$ cat src/arfr_pkg.sv
`timescale 1ns / 1ps
// arfr_pkg: types, codes and prefix tables of the modem reply frame receiver.
// No dependencies; imported by at_reply_frame_receiver.
package arfr_pkg;

    localparam int DEF_BUF_DEPTH = 1024;
    localparam int DEF_TICK_BITS = 16;

    localparam int LIMIT_W  = 16;
    localparam int LEN_W    = 11;
    localparam int POS_W    = 10;
    localparam int CFG_IDX_W = 2;
    localparam int CFG_DAT_W = 16;

    localparam int FIFO_DEPTH = 4;
    localparam int FIFO_AW    = 2;

    localparam logic [LEN_W-1:0] ERR_PREFIX_LEN = 11'd7;
    localparam logic [LEN_W-1:0] SMS_PREFIX_LEN = 11'd6;

    localparam logic [LIMIT_W-1:0] GAP_LIMIT_RST  = 16'd2;
    localparam logic [LIMIT_W-1:0] WAIT_LIMIT_RST = 16'd100;
    localparam logic [LEN_W-1:0]   BUF_LEN_RST    = 11'd1024;

    typedef enum logic [1:0] {
        OP_START = 2'd0,
        OP_BYTE  = 2'd1,
        OP_TICK  = 2'd2,
        OP_NONE  = 2'd3
    } t_opcode;

    typedef enum logic [2:0] {
        ST_GAP_END   = 3'd0,
        ST_BUF_FULL  = 3'd1,
        ST_NO_REPLY  = 3'd2,
        ST_ERR_REPLY = 3'd3,
        ST_SMS       = 3'd4
    } t_status;

    typedef enum logic [CFG_IDX_W-1:0] {
        REG_GAP_LIMIT  = 2'd0,
        REG_WAIT_LIMIT = 2'd1,
        REG_BUFFER_LEN = 2'd2,
        REG_SMS_CHECK  = 2'd3
    } t_reg_idx;

    typedef enum logic [2:0] {
        PH_IDLE = 3'b001,
        PH_WAIT = 3'b010,
        PH_RECV = 3'b100
    } t_phase;

    localparam logic KIND_BYTE   = 1'b0;
    localparam logic KIND_REPORT = 1'b1;

    typedef struct packed {
        t_opcode    opcode;
        logic [7:0] rx_byte;
    } t_in_item;

    typedef struct packed {
        logic             result_kind;
        logic [7:0]       byte_value;
        logic [POS_W-1:0] position;
        t_status          status;
        logic [LEN_W-1:0] length;
        logic             last;
    } t_out_item;

    // CR LF "ERROR"
    function automatic logic [7:0] err_byte(input logic [2:0] idx);
        logic [7:0] v;
        case (idx)
            3'd0:    v = 8'h0D;
            3'd1:    v = 8'h0A;
            3'd2:    v = 8'h45;
            3'd3:    v = 8'h52;
            3'd4:    v = 8'h52;
            3'd5:    v = 8'h4F;
            3'd6:    v = 8'h52;
            default: v = 8'h00;
        endcase
        return v;
    endfunction

    // CR LF "+CMT"
    function automatic logic [7:0] sms_byte(input logic [2:0] idx);
        logic [7:0] v;
        case (idx)
            3'd0:    v = 8'h0D;
            3'd1:    v = 8'h0A;
            3'd2:    v = 8'h2B;
            3'd3:    v = 8'h43;
            3'd4:    v = 8'h4D;
            3'd5:    v = 8'h54;
            default: v = 8'h00;
        endcase
        return v;
    endfunction

endpackage

$ cat src/at_reply_frame_receiver.sv
`timescale 1ns / 1ps
// at_reply_frame_receiver: frames one modem reply from a byte/tick stream.
// Depends on arfr_pkg.
//
//  channel | direction | handshake               | payload
//  in      | to block  | i_in_valid / o_in_stall | i_in_data  (t_in_item)
//  out     | from block| o_out_valid / i_out_stall| o_out_data (t_out_item)
//  cfg     | to block  | i_cfg_valid / o_cfg_ready| i_cfg_index, i_cfg_data
//
// One input transfer per cycle; its results are queued the next cycle.
// Results go through a 4-entry output queue; input stalls while fewer than two
// entries are free, so one result per item sustains one item per cycle
// while out is not stalled. An item giving two results needs two transfers.
// Synchronous active-low reset; all but the queue storage return to defaults.
// cfg is always ready.
module at_reply_frame_receiver
    import arfr_pkg::*;
#(
    parameter int BUF_DEPTH = DEF_BUF_DEPTH,
    parameter int TICK_BITS = DEF_TICK_BITS
) (
    input  logic                 i_clk,
    input  logic                 i_rst_n,
    input  logic                 i_in_valid,
    output logic                 o_in_stall,
    input  t_in_item             i_in_data,
    output logic                 o_out_valid,
    input  logic                 i_out_stall,
    output t_out_item            o_out_data,
    input  logic                 i_cfg_valid,
    output logic                 o_cfg_ready,
    input  logic [CFG_IDX_W-1:0] i_cfg_index,
    input  logic [CFG_DAT_W-1:0] i_cfg_data
);

    localparam int CMP_W = (TICK_BITS > LIMIT_W) ? TICK_BITS : LIMIT_W;
    localparam logic [LEN_W-1:0] DEPTH_CAP =
        (BUF_DEPTH > 2047) ? 11'd2047 : LEN_W'(BUF_DEPTH);

    logic [LIMIT_W-1:0]   r_gap_limit;
    logic [LIMIT_W-1:0]   r_wait_limit;
    logic [LEN_W-1:0]     r_buffer_len;
    logic                 r_sms_check;

    t_phase               r_phase, n_phase;
    logic [TICK_BITS-1:0] r_idle, n_idle;
    logic [LEN_W-1:0]     r_count, n_count;
    logic                 r_bip, n_bip;
    logic                 r_err_ok, n_err_ok;
    logic                 r_sms_ok, n_sms_ok;

    t_out_item            r_fifo [FIFO_DEPTH];
    logic [FIFO_AW-1:0]   r_wr, r_rd;
    logic [FIFO_AW:0]     r_fill;

    t_out_item            res0, res1;
    logic [1:0]           npush;
    logic                 in_xfer, out_xfer;
    logic [LEN_W-1:0]     eff_len;
    logic [LEN_W-1:0]     cnt_inc;
    logic [TICK_BITS-1:0] idle_inc;
    t_reg_idx             cfg_idx;

    assign o_cfg_ready = 1'b1;
    assign cfg_idx     = t_reg_idx'(i_cfg_index);
    assign o_in_stall  = (r_fill > (FIFO_AW+1)'(FIFO_DEPTH - 2));
    assign o_out_valid = (r_fill != '0);
    assign o_out_data  = r_fifo[r_rd];
    assign in_xfer     = i_in_valid && !o_in_stall;
    assign out_xfer    = o_out_valid && !i_out_stall;
    assign eff_len     = (r_buffer_len < DEPTH_CAP) ? r_buffer_len : DEPTH_CAP;
    assign cnt_inc     = r_count + 11'd1;
    assign idle_inc    = (r_idle == '1) ? r_idle : r_idle + 1'b1;

    always_ff @(posedge i_clk) begin
        if (!i_rst_n) begin
            r_gap_limit  <= GAP_LIMIT_RST;
            r_wait_limit <= WAIT_LIMIT_RST;
            r_buffer_len <= BUF_LEN_RST;
            r_sms_check  <= 1'b0;
        end else if (i_cfg_valid && o_cfg_ready) begin
            case (cfg_idx)
                REG_GAP_LIMIT:  r_gap_limit  <= i_cfg_data;
                REG_WAIT_LIMIT: r_wait_limit <= i_cfg_data;
                REG_BUFFER_LEN: r_buffer_len <= i_cfg_data[LEN_W-1:0];
                REG_SMS_CHECK:  r_sms_check  <= i_cfg_data[0];
                default: ;
            endcase
        end
    end

    always_comb begin
        n_phase  = r_phase;
        n_idle   = r_idle;
        n_count  = r_count;
        n_bip    = r_bip;
        n_err_ok = r_err_ok;
        n_sms_ok = r_sms_ok;
        res0     = '0;
        res1     = '0;
        npush    = 2'd0;
        if (in_xfer) begin
            case (i_in_data.opcode)
                OP_START: begin
                    n_phase  = PH_WAIT;
                    n_idle   = '0;
                    n_count  = '0;
                    n_bip    = 1'b0;
                    n_err_ok = 1'b1;
                    n_sms_ok = 1'b1;
                    if (eff_len == '0) begin
                        n_phase          = PH_IDLE;
                        res0.result_kind = KIND_REPORT;
                        res0.status      = ST_BUF_FULL;
                        res0.last        = 1'b1;
                        npush            = 2'd1;
                    end
                end
                OP_BYTE: begin
                    if (r_phase != PH_IDLE) begin
                        if (r_count >= eff_len) begin
                            n_phase          = PH_IDLE;
                            res0.result_kind = KIND_REPORT;
                            res0.status      = ST_BUF_FULL;
                            res0.length      = r_count;
                            res0.last        = 1'b1;
                            npush            = 2'd1;
                        end else begin
                            if (r_count < ERR_PREFIX_LEN &&
                                i_in_data.rx_byte != err_byte(r_count[2:0]))
                                n_err_ok = 1'b0;
                            if (r_count < SMS_PREFIX_LEN &&
                                i_in_data.rx_byte != sms_byte(r_count[2:0]))
                                n_sms_ok = 1'b0;
                            n_count          = cnt_inc;
                            n_bip            = 1'b1;
                            n_idle           = '0;
                            n_phase          = PH_RECV;
                            res0.result_kind = KIND_BYTE;
                            res0.byte_value  = i_in_data.rx_byte;
                            res0.position    = r_count[POS_W-1:0];
                            res1.result_kind = KIND_REPORT;
                            res1.last        = 1'b1;
                            npush            = 2'd2;
                            if (cnt_inc == ERR_PREFIX_LEN && n_err_ok) begin
                                n_phase     = PH_IDLE;
                                res1.status = ST_ERR_REPLY;
                            end else if (cnt_inc == ERR_PREFIX_LEN && r_sms_check &&
                                         n_sms_ok) begin
                                n_phase     = PH_IDLE;
                                res1.status = ST_SMS;
                            end else if (cnt_inc >= eff_len) begin
                                n_phase     = PH_IDLE;
                                res1.status = ST_BUF_FULL;
                                res1.length = cnt_inc;
                            end else begin
                                res0.last = 1'b1;
                                res1      = '0;
                                npush     = 2'd1;
                            end
                        end
                    end
                end
                OP_TICK: begin
                    if (r_phase != PH_IDLE) begin
                        if (r_bip) begin
                            n_bip = 1'b0;
                        end else begin
                            n_idle = idle_inc;
                            if (r_phase == PH_WAIT) begin
                                if (CMP_W'(idle_inc) >= CMP_W'(r_wait_limit)) begin
                                    n_phase          = PH_IDLE;
                                    res0.result_kind = KIND_REPORT;
                                    res0.status      = ST_NO_REPLY;
                                    res0.last        = 1'b1;
                                    npush            = 2'd1;
                                end
                            end else if (CMP_W'(idle_inc) >= CMP_W'(r_gap_limit)) begin
                                n_phase          = PH_IDLE;
                                res0.result_kind = KIND_REPORT;
                                res0.status      = ST_GAP_END;
                                res0.length      = r_count;
                                res0.last        = 1'b1;
                                npush            = 2'd1;
                            end
                        end
                    end
                end
                default: ;
            endcase
        end
    end

    always_ff @(posedge i_clk) begin
        if (!i_rst_n) begin
            r_phase  <= PH_IDLE;
            r_idle   <= '0;
            r_count  <= '0;
            r_bip    <= 1'b0;
            r_err_ok <= 1'b1;
            r_sms_ok <= 1'b1;
            r_wr     <= '0;
            r_rd     <= '0;
            r_fill   <= '0;
        end else begin
            r_phase  <= n_phase;
            r_idle   <= n_idle;
            r_count  <= n_count;
            r_bip    <= n_bip;
            r_err_ok <= n_err_ok;
            r_sms_ok <= n_sms_ok;
            r_wr     <= r_wr + FIFO_AW'(npush);
            r_rd     <= r_rd + FIFO_AW'(out_xfer);
            r_fill   <= r_fill + (FIFO_AW+1)'(npush) - (FIFO_AW+1)'(out_xfer);
        end
    end

    always_ff @(posedge i_clk) begin
        if (npush != 2'd0)
            r_fifo[r_wr] <= res0;
        if (npush == 2'd2)
            r_fifo[r_wr + FIFO_AW'(1)] <= res1;
    end

    a_fill_bound: assert property (@(posedge i_clk) disable iff (!i_rst_n)
        r_fill <= (FIFO_AW+1)'(FIFO_DEPTH))
        else $error("output queue overfilled");

    a_room_on_accept: assert property (@(posedge i_clk) disable iff (!i_rst_n)
        in_xfer |-> r_fill <= (FIFO_AW+1)'(FIFO_DEPTH - 2))
        else $error("item accepted without room for two results");

    a_report_is_last: assert property (@(posedge i_clk) disable iff (!i_rst_n)
        o_out_valid && o_out_data.result_kind == KIND_REPORT |-> o_out_data.last)
        else $error("frame report not marked last");

    a_pair_complete: assert property (@(posedge i_clk) disable iff (!i_rst_n)
        o_out_valid && o_out_data.result_kind == KIND_BYTE && !o_out_data.last
        |-> r_fill >= (FIFO_AW+1)'(2))
        else $error("byte without its report queued behind it");

    a_idle_after_report: assert property (@(posedge i_clk) disable iff (!i_rst_n)
        in_xfer && npush != 2'd0 && (npush == 2'd2 || res0.result_kind == KIND_REPORT)
        |=> r_phase == PH_IDLE)
        else $error("frame still active after its report");

endmodule

$ cat config.mk
export PLATFORM = sky130hd
export DESIGN_NAME = at_reply_frame_receiver
export DESIGN_NICKNAME = d
export VERILOG_FILES = /design/src/arfr_pkg.sv /design/src/at_reply_frame_receiver.sv
export SDC_FILE = /design/constraint.sdc
export NUM_CORES = 1
export LEC_CHECK = 0
export BUFFER_PORTS_ARGS = -buffer_cell sky130_fd_sc_hd__buf_2
export CAP_MARGIN = 20
export CORE_MARGIN = 10
export CORE_UTILIZATION = 60
export CTS_CLUSTER_DIAMETER = 80
export CTS_CLUSTER_SIZE = 12
export DETAILED_ROUTE_END_ITERATION = 6
export GPL_TIMING_DRIVEN = 0
export PLACE_DENSITY = 0.78
export RECOVER_POWER = 100
export SYNTH_ARGS = -nofsm -noshare
export SYNTH_HDL_FRONTEND = slang
export SYNTH_SLANG_ARGS = --single-unit
$ cat constraint.sdc
create_clock -name i_clk -period 7.7 [get_ports i_clk]
set_clock_uncertainty 0.2 [all_clocks]
set_input_delay 1.54 -clock i_clk [delete_from_list [all_inputs] [get_ports i_clk]]
set_output_delay 1.54 -clock i_clk [all_outputs]
set_load 0.01 [all_outputs]
==> results.ini <==
[setup_path]
path_class=register to register
critPathRequiredTime_ns=7.58
start_kind=register
worst_ep_arrival_time_ns=6.78
path_max_fanout=16
crit_path_end_kind=register

[layout]
fillers=1764
layout.nets=1566
fin_util=0.668
multi_input_area_um2=6880
drive_gt1_frac=0.0953
syn2layout_area_growth_pct=9.14
finalNonFillerCells=1744
n_antenna_cell=0
register_area_um2=5040

[placement]
globalplace.congestion=0.960
port_buffers=67
dpl_worst_slack_ns=1.07
dp_hpwl_um=27700
dp_cells=1713

[cts]
clkSlewWorstSetupHoldPaths_ns=0.06
worstSkewPairLatency_ns=0.52
cts_root_buf=clkbuf_16
cts_tree=built
h-tree-depth=1
post_cts_buffers=0
cts_buffers=22
postCtsHoldBufs=0
post_cts_resized=0
cts_buffer_depth=3
clock_sinks=220

[timing]
finalCritPeriodShare=0.896
rsz0062_at_grt=no
hold_viol_final=0
setup_ws_ns=0.801
setup_viol=0
drv_slew=22
hold_ws_ns=0.262
worstMarginPinSlew_ns=1.58
slew_headroom=-0.0590
fmax_mhz=145
fin_crit_ns=6.90
fin_setup_tns_ns=0

[routing]
first_pass_iters=6
wl_um=37400
vias_per_cell=6.45
vias=11300
wl_per_cell_um=21.4
ant_nets=0
drc=0
drt_iter0_drc=1463

[floorplanning]
io_pins=70
die_w_um=167
rows=53
die_y_um=167
start_util=0.612
die_area_um2=27800
fp.coreArea_um2=21100

[outcome]
status=finished, violations left
violations=capacitance limit, slew limit

[synthesis]
synth_cells=1370
ys_types=86
ys_seq_area_frac=0.391
synth_nets=1474
synthFlopType=dfxtp_1
async_flop_share=0
syn_avg_cell_area_um2=9.42
ys_ff_latch=220
synth_edf_count=64
synth_warnings=0
syn_area_um2=12900

[pwr]
p_per_area_nw_per_um2=215
leakagePower_nw=5.50
ir_drop_v=0.000147

[global_route]
antenna_found_initial=0
grt_pass1_wl_um=59400
grt_max_degree=17
grt_pass1_vias=11100
grt.overflow.total=0
track_usage=0.257

[min_path]
hp-class=register to register

[job]
maxCapViolations=2

[path summary, 6_finish.rpt]
check	from	endpoint	slack (ns)	depth (start not counted)
setup / recovery	r_idle[3]	r_fifo[2][7]	0.80	17
hold / removal	r_gap_limit[5]	r_gap_limit[5]	0.26	2
setup reg to reg	r_idle[3]	r_fifo[2][7]	0.80	17
hold reg to reg	r_gap_limit[5]	r_gap_limit[5]	0.26	2
[cells in the final DEF, fill, tap and decap left out, types with 6 or more instances in the layout]
cell type,Yosys,layout
buf_2,21,47
and3_1,12,12
and2_0,1,7
a21boi_0,47,47
inv_1,131,132
dfxtp_1,156,156
clkbuf_1,61,114
mux4_2,34,34
nor3_1,11,11
or2_2,8,6
a211oi_1,3,6
a22oi_1,16,16
nand3_1,21,21
a2111oi_0,7,7
nand2_1,169,169
ha_1,70,70
o21a_1,10,10
and2_1,31,25
a221oi_1,18,18
o31ai_1,40,40
o211ai_1,44,44
a22o_1,24,24
nand2b_1,7,7
nor4_1,13,13
a222oi_1,18,18
nor2_1,59,60
a21oi_1,40,41
nor2b_1,32,32
edfxtp_1,64,64
o21ai_0,43,44
a32o_1,12,12
xnor2_1,15,15
a21o_1,13,13
xor2_1,9,9
clkbuf_16,0,23
nand4_1,16,16
[state kept, by name (all words and copies together) (netlist names), 2 cells and up]
register      flops
r_count          11
r_buffer_len     11
r_gap_limit      16
r_wait_limit     16
r_idle           16
r_phase           3
r_fifo          136
r_fill            3
r_wr              2
r_rd              2
[final cells by class]
cell class,count,share of cell area
plain buffers,93,0.0284
multi-input cells,924,0.488
repair buffers,68,0.0218
flip-flops and latches,220,0.358
clock inverters,1,0.000622
inverters,133,0.0356
clock buffers,30,0.0427
well taps,275,0.0244
[per-stage QoR]
step           instance area [um^2]  power [mW]
4_1_cts                       14200        3.05
6_report                      14100        3.02
5_1_grt                       14100        3.14
3_5_place_dp                  13600        2.08
2_1_floorplan                 12900        1.84
3_3_place_gp                  13600        2.06
[worst max-delay path, stage by stage (launching register included)]
cell,delay (ns)
dfxtp_1,0.46
nand4_1,0.20
nor4_1,0.60
nand4_1,0.49
nand4_1,0.40
nor2_1,0.08
xor2_1,0.28
ha_1,0.31
and3_1,0.19
a221o_1,0.36
a31oi_1,0.16
o41ai_1,0.19
a22oi_1,0.53
o211a_1,0.42
inv_1,0.15
o21ai_2,0.51
buf_2,0.37
nand2_1,0.52
[power breakdown]
| part | switching, mW | internal (mW) |
|---|---|---|
| clock network | 0.447 | 0.540 |
| registers | 0.0710 | 1.28 |
| logic | 0.365 | 0.318 |
| total | 0.883 | 2.14 |
[per-layer routing]
layer / GRT usage / wire [um]
met5: 0 / 0
met4: 0.108 / 1620
met3: 0.0485 / 3430
met2: 0.436 / 17600
met1: 0.313 / 14700
[synthesized netlist by cell type (all sizes together), types with 16 or more instances]
master / instances / area [um^2]
a21boi: 47 / 353
a21oi: 44 / 243
a221oi: 18 / 158
a222oi: 18 / 180
a22o: 24 / 210
a22oi: 16 / 120
and2: 32 / 200
buf: 32 / 180
clkbuf: 61 / 229
dfxtp: 156 / 3120
edfxtp: 64 / 1920
ha: 70 / 876
inv: 133 / 502
mux4: 34 / 766
nand2: 170 / 646
nand3: 22 / 115
nand4: 16 / 100
nor2: 60 / 228
nor2b: 32 / 200
o211ai: 45 / 352
o21ai: 47 / 243
o31ai: 40 / 300
[kinds of logic after synthesis]
kind of cell	synth area share
AO/OA/AOI/OAI	0.233
XOR/XNOR	0.0163
multiplexers	0.0642
AND/OR/NAND/NOR	0.155
buffers and inverters	0.0706
adder cells (fa/ha/maj)	0.0694
other	0.000290
flip-flops	0.391
Power figures use the tool's default switching activity.
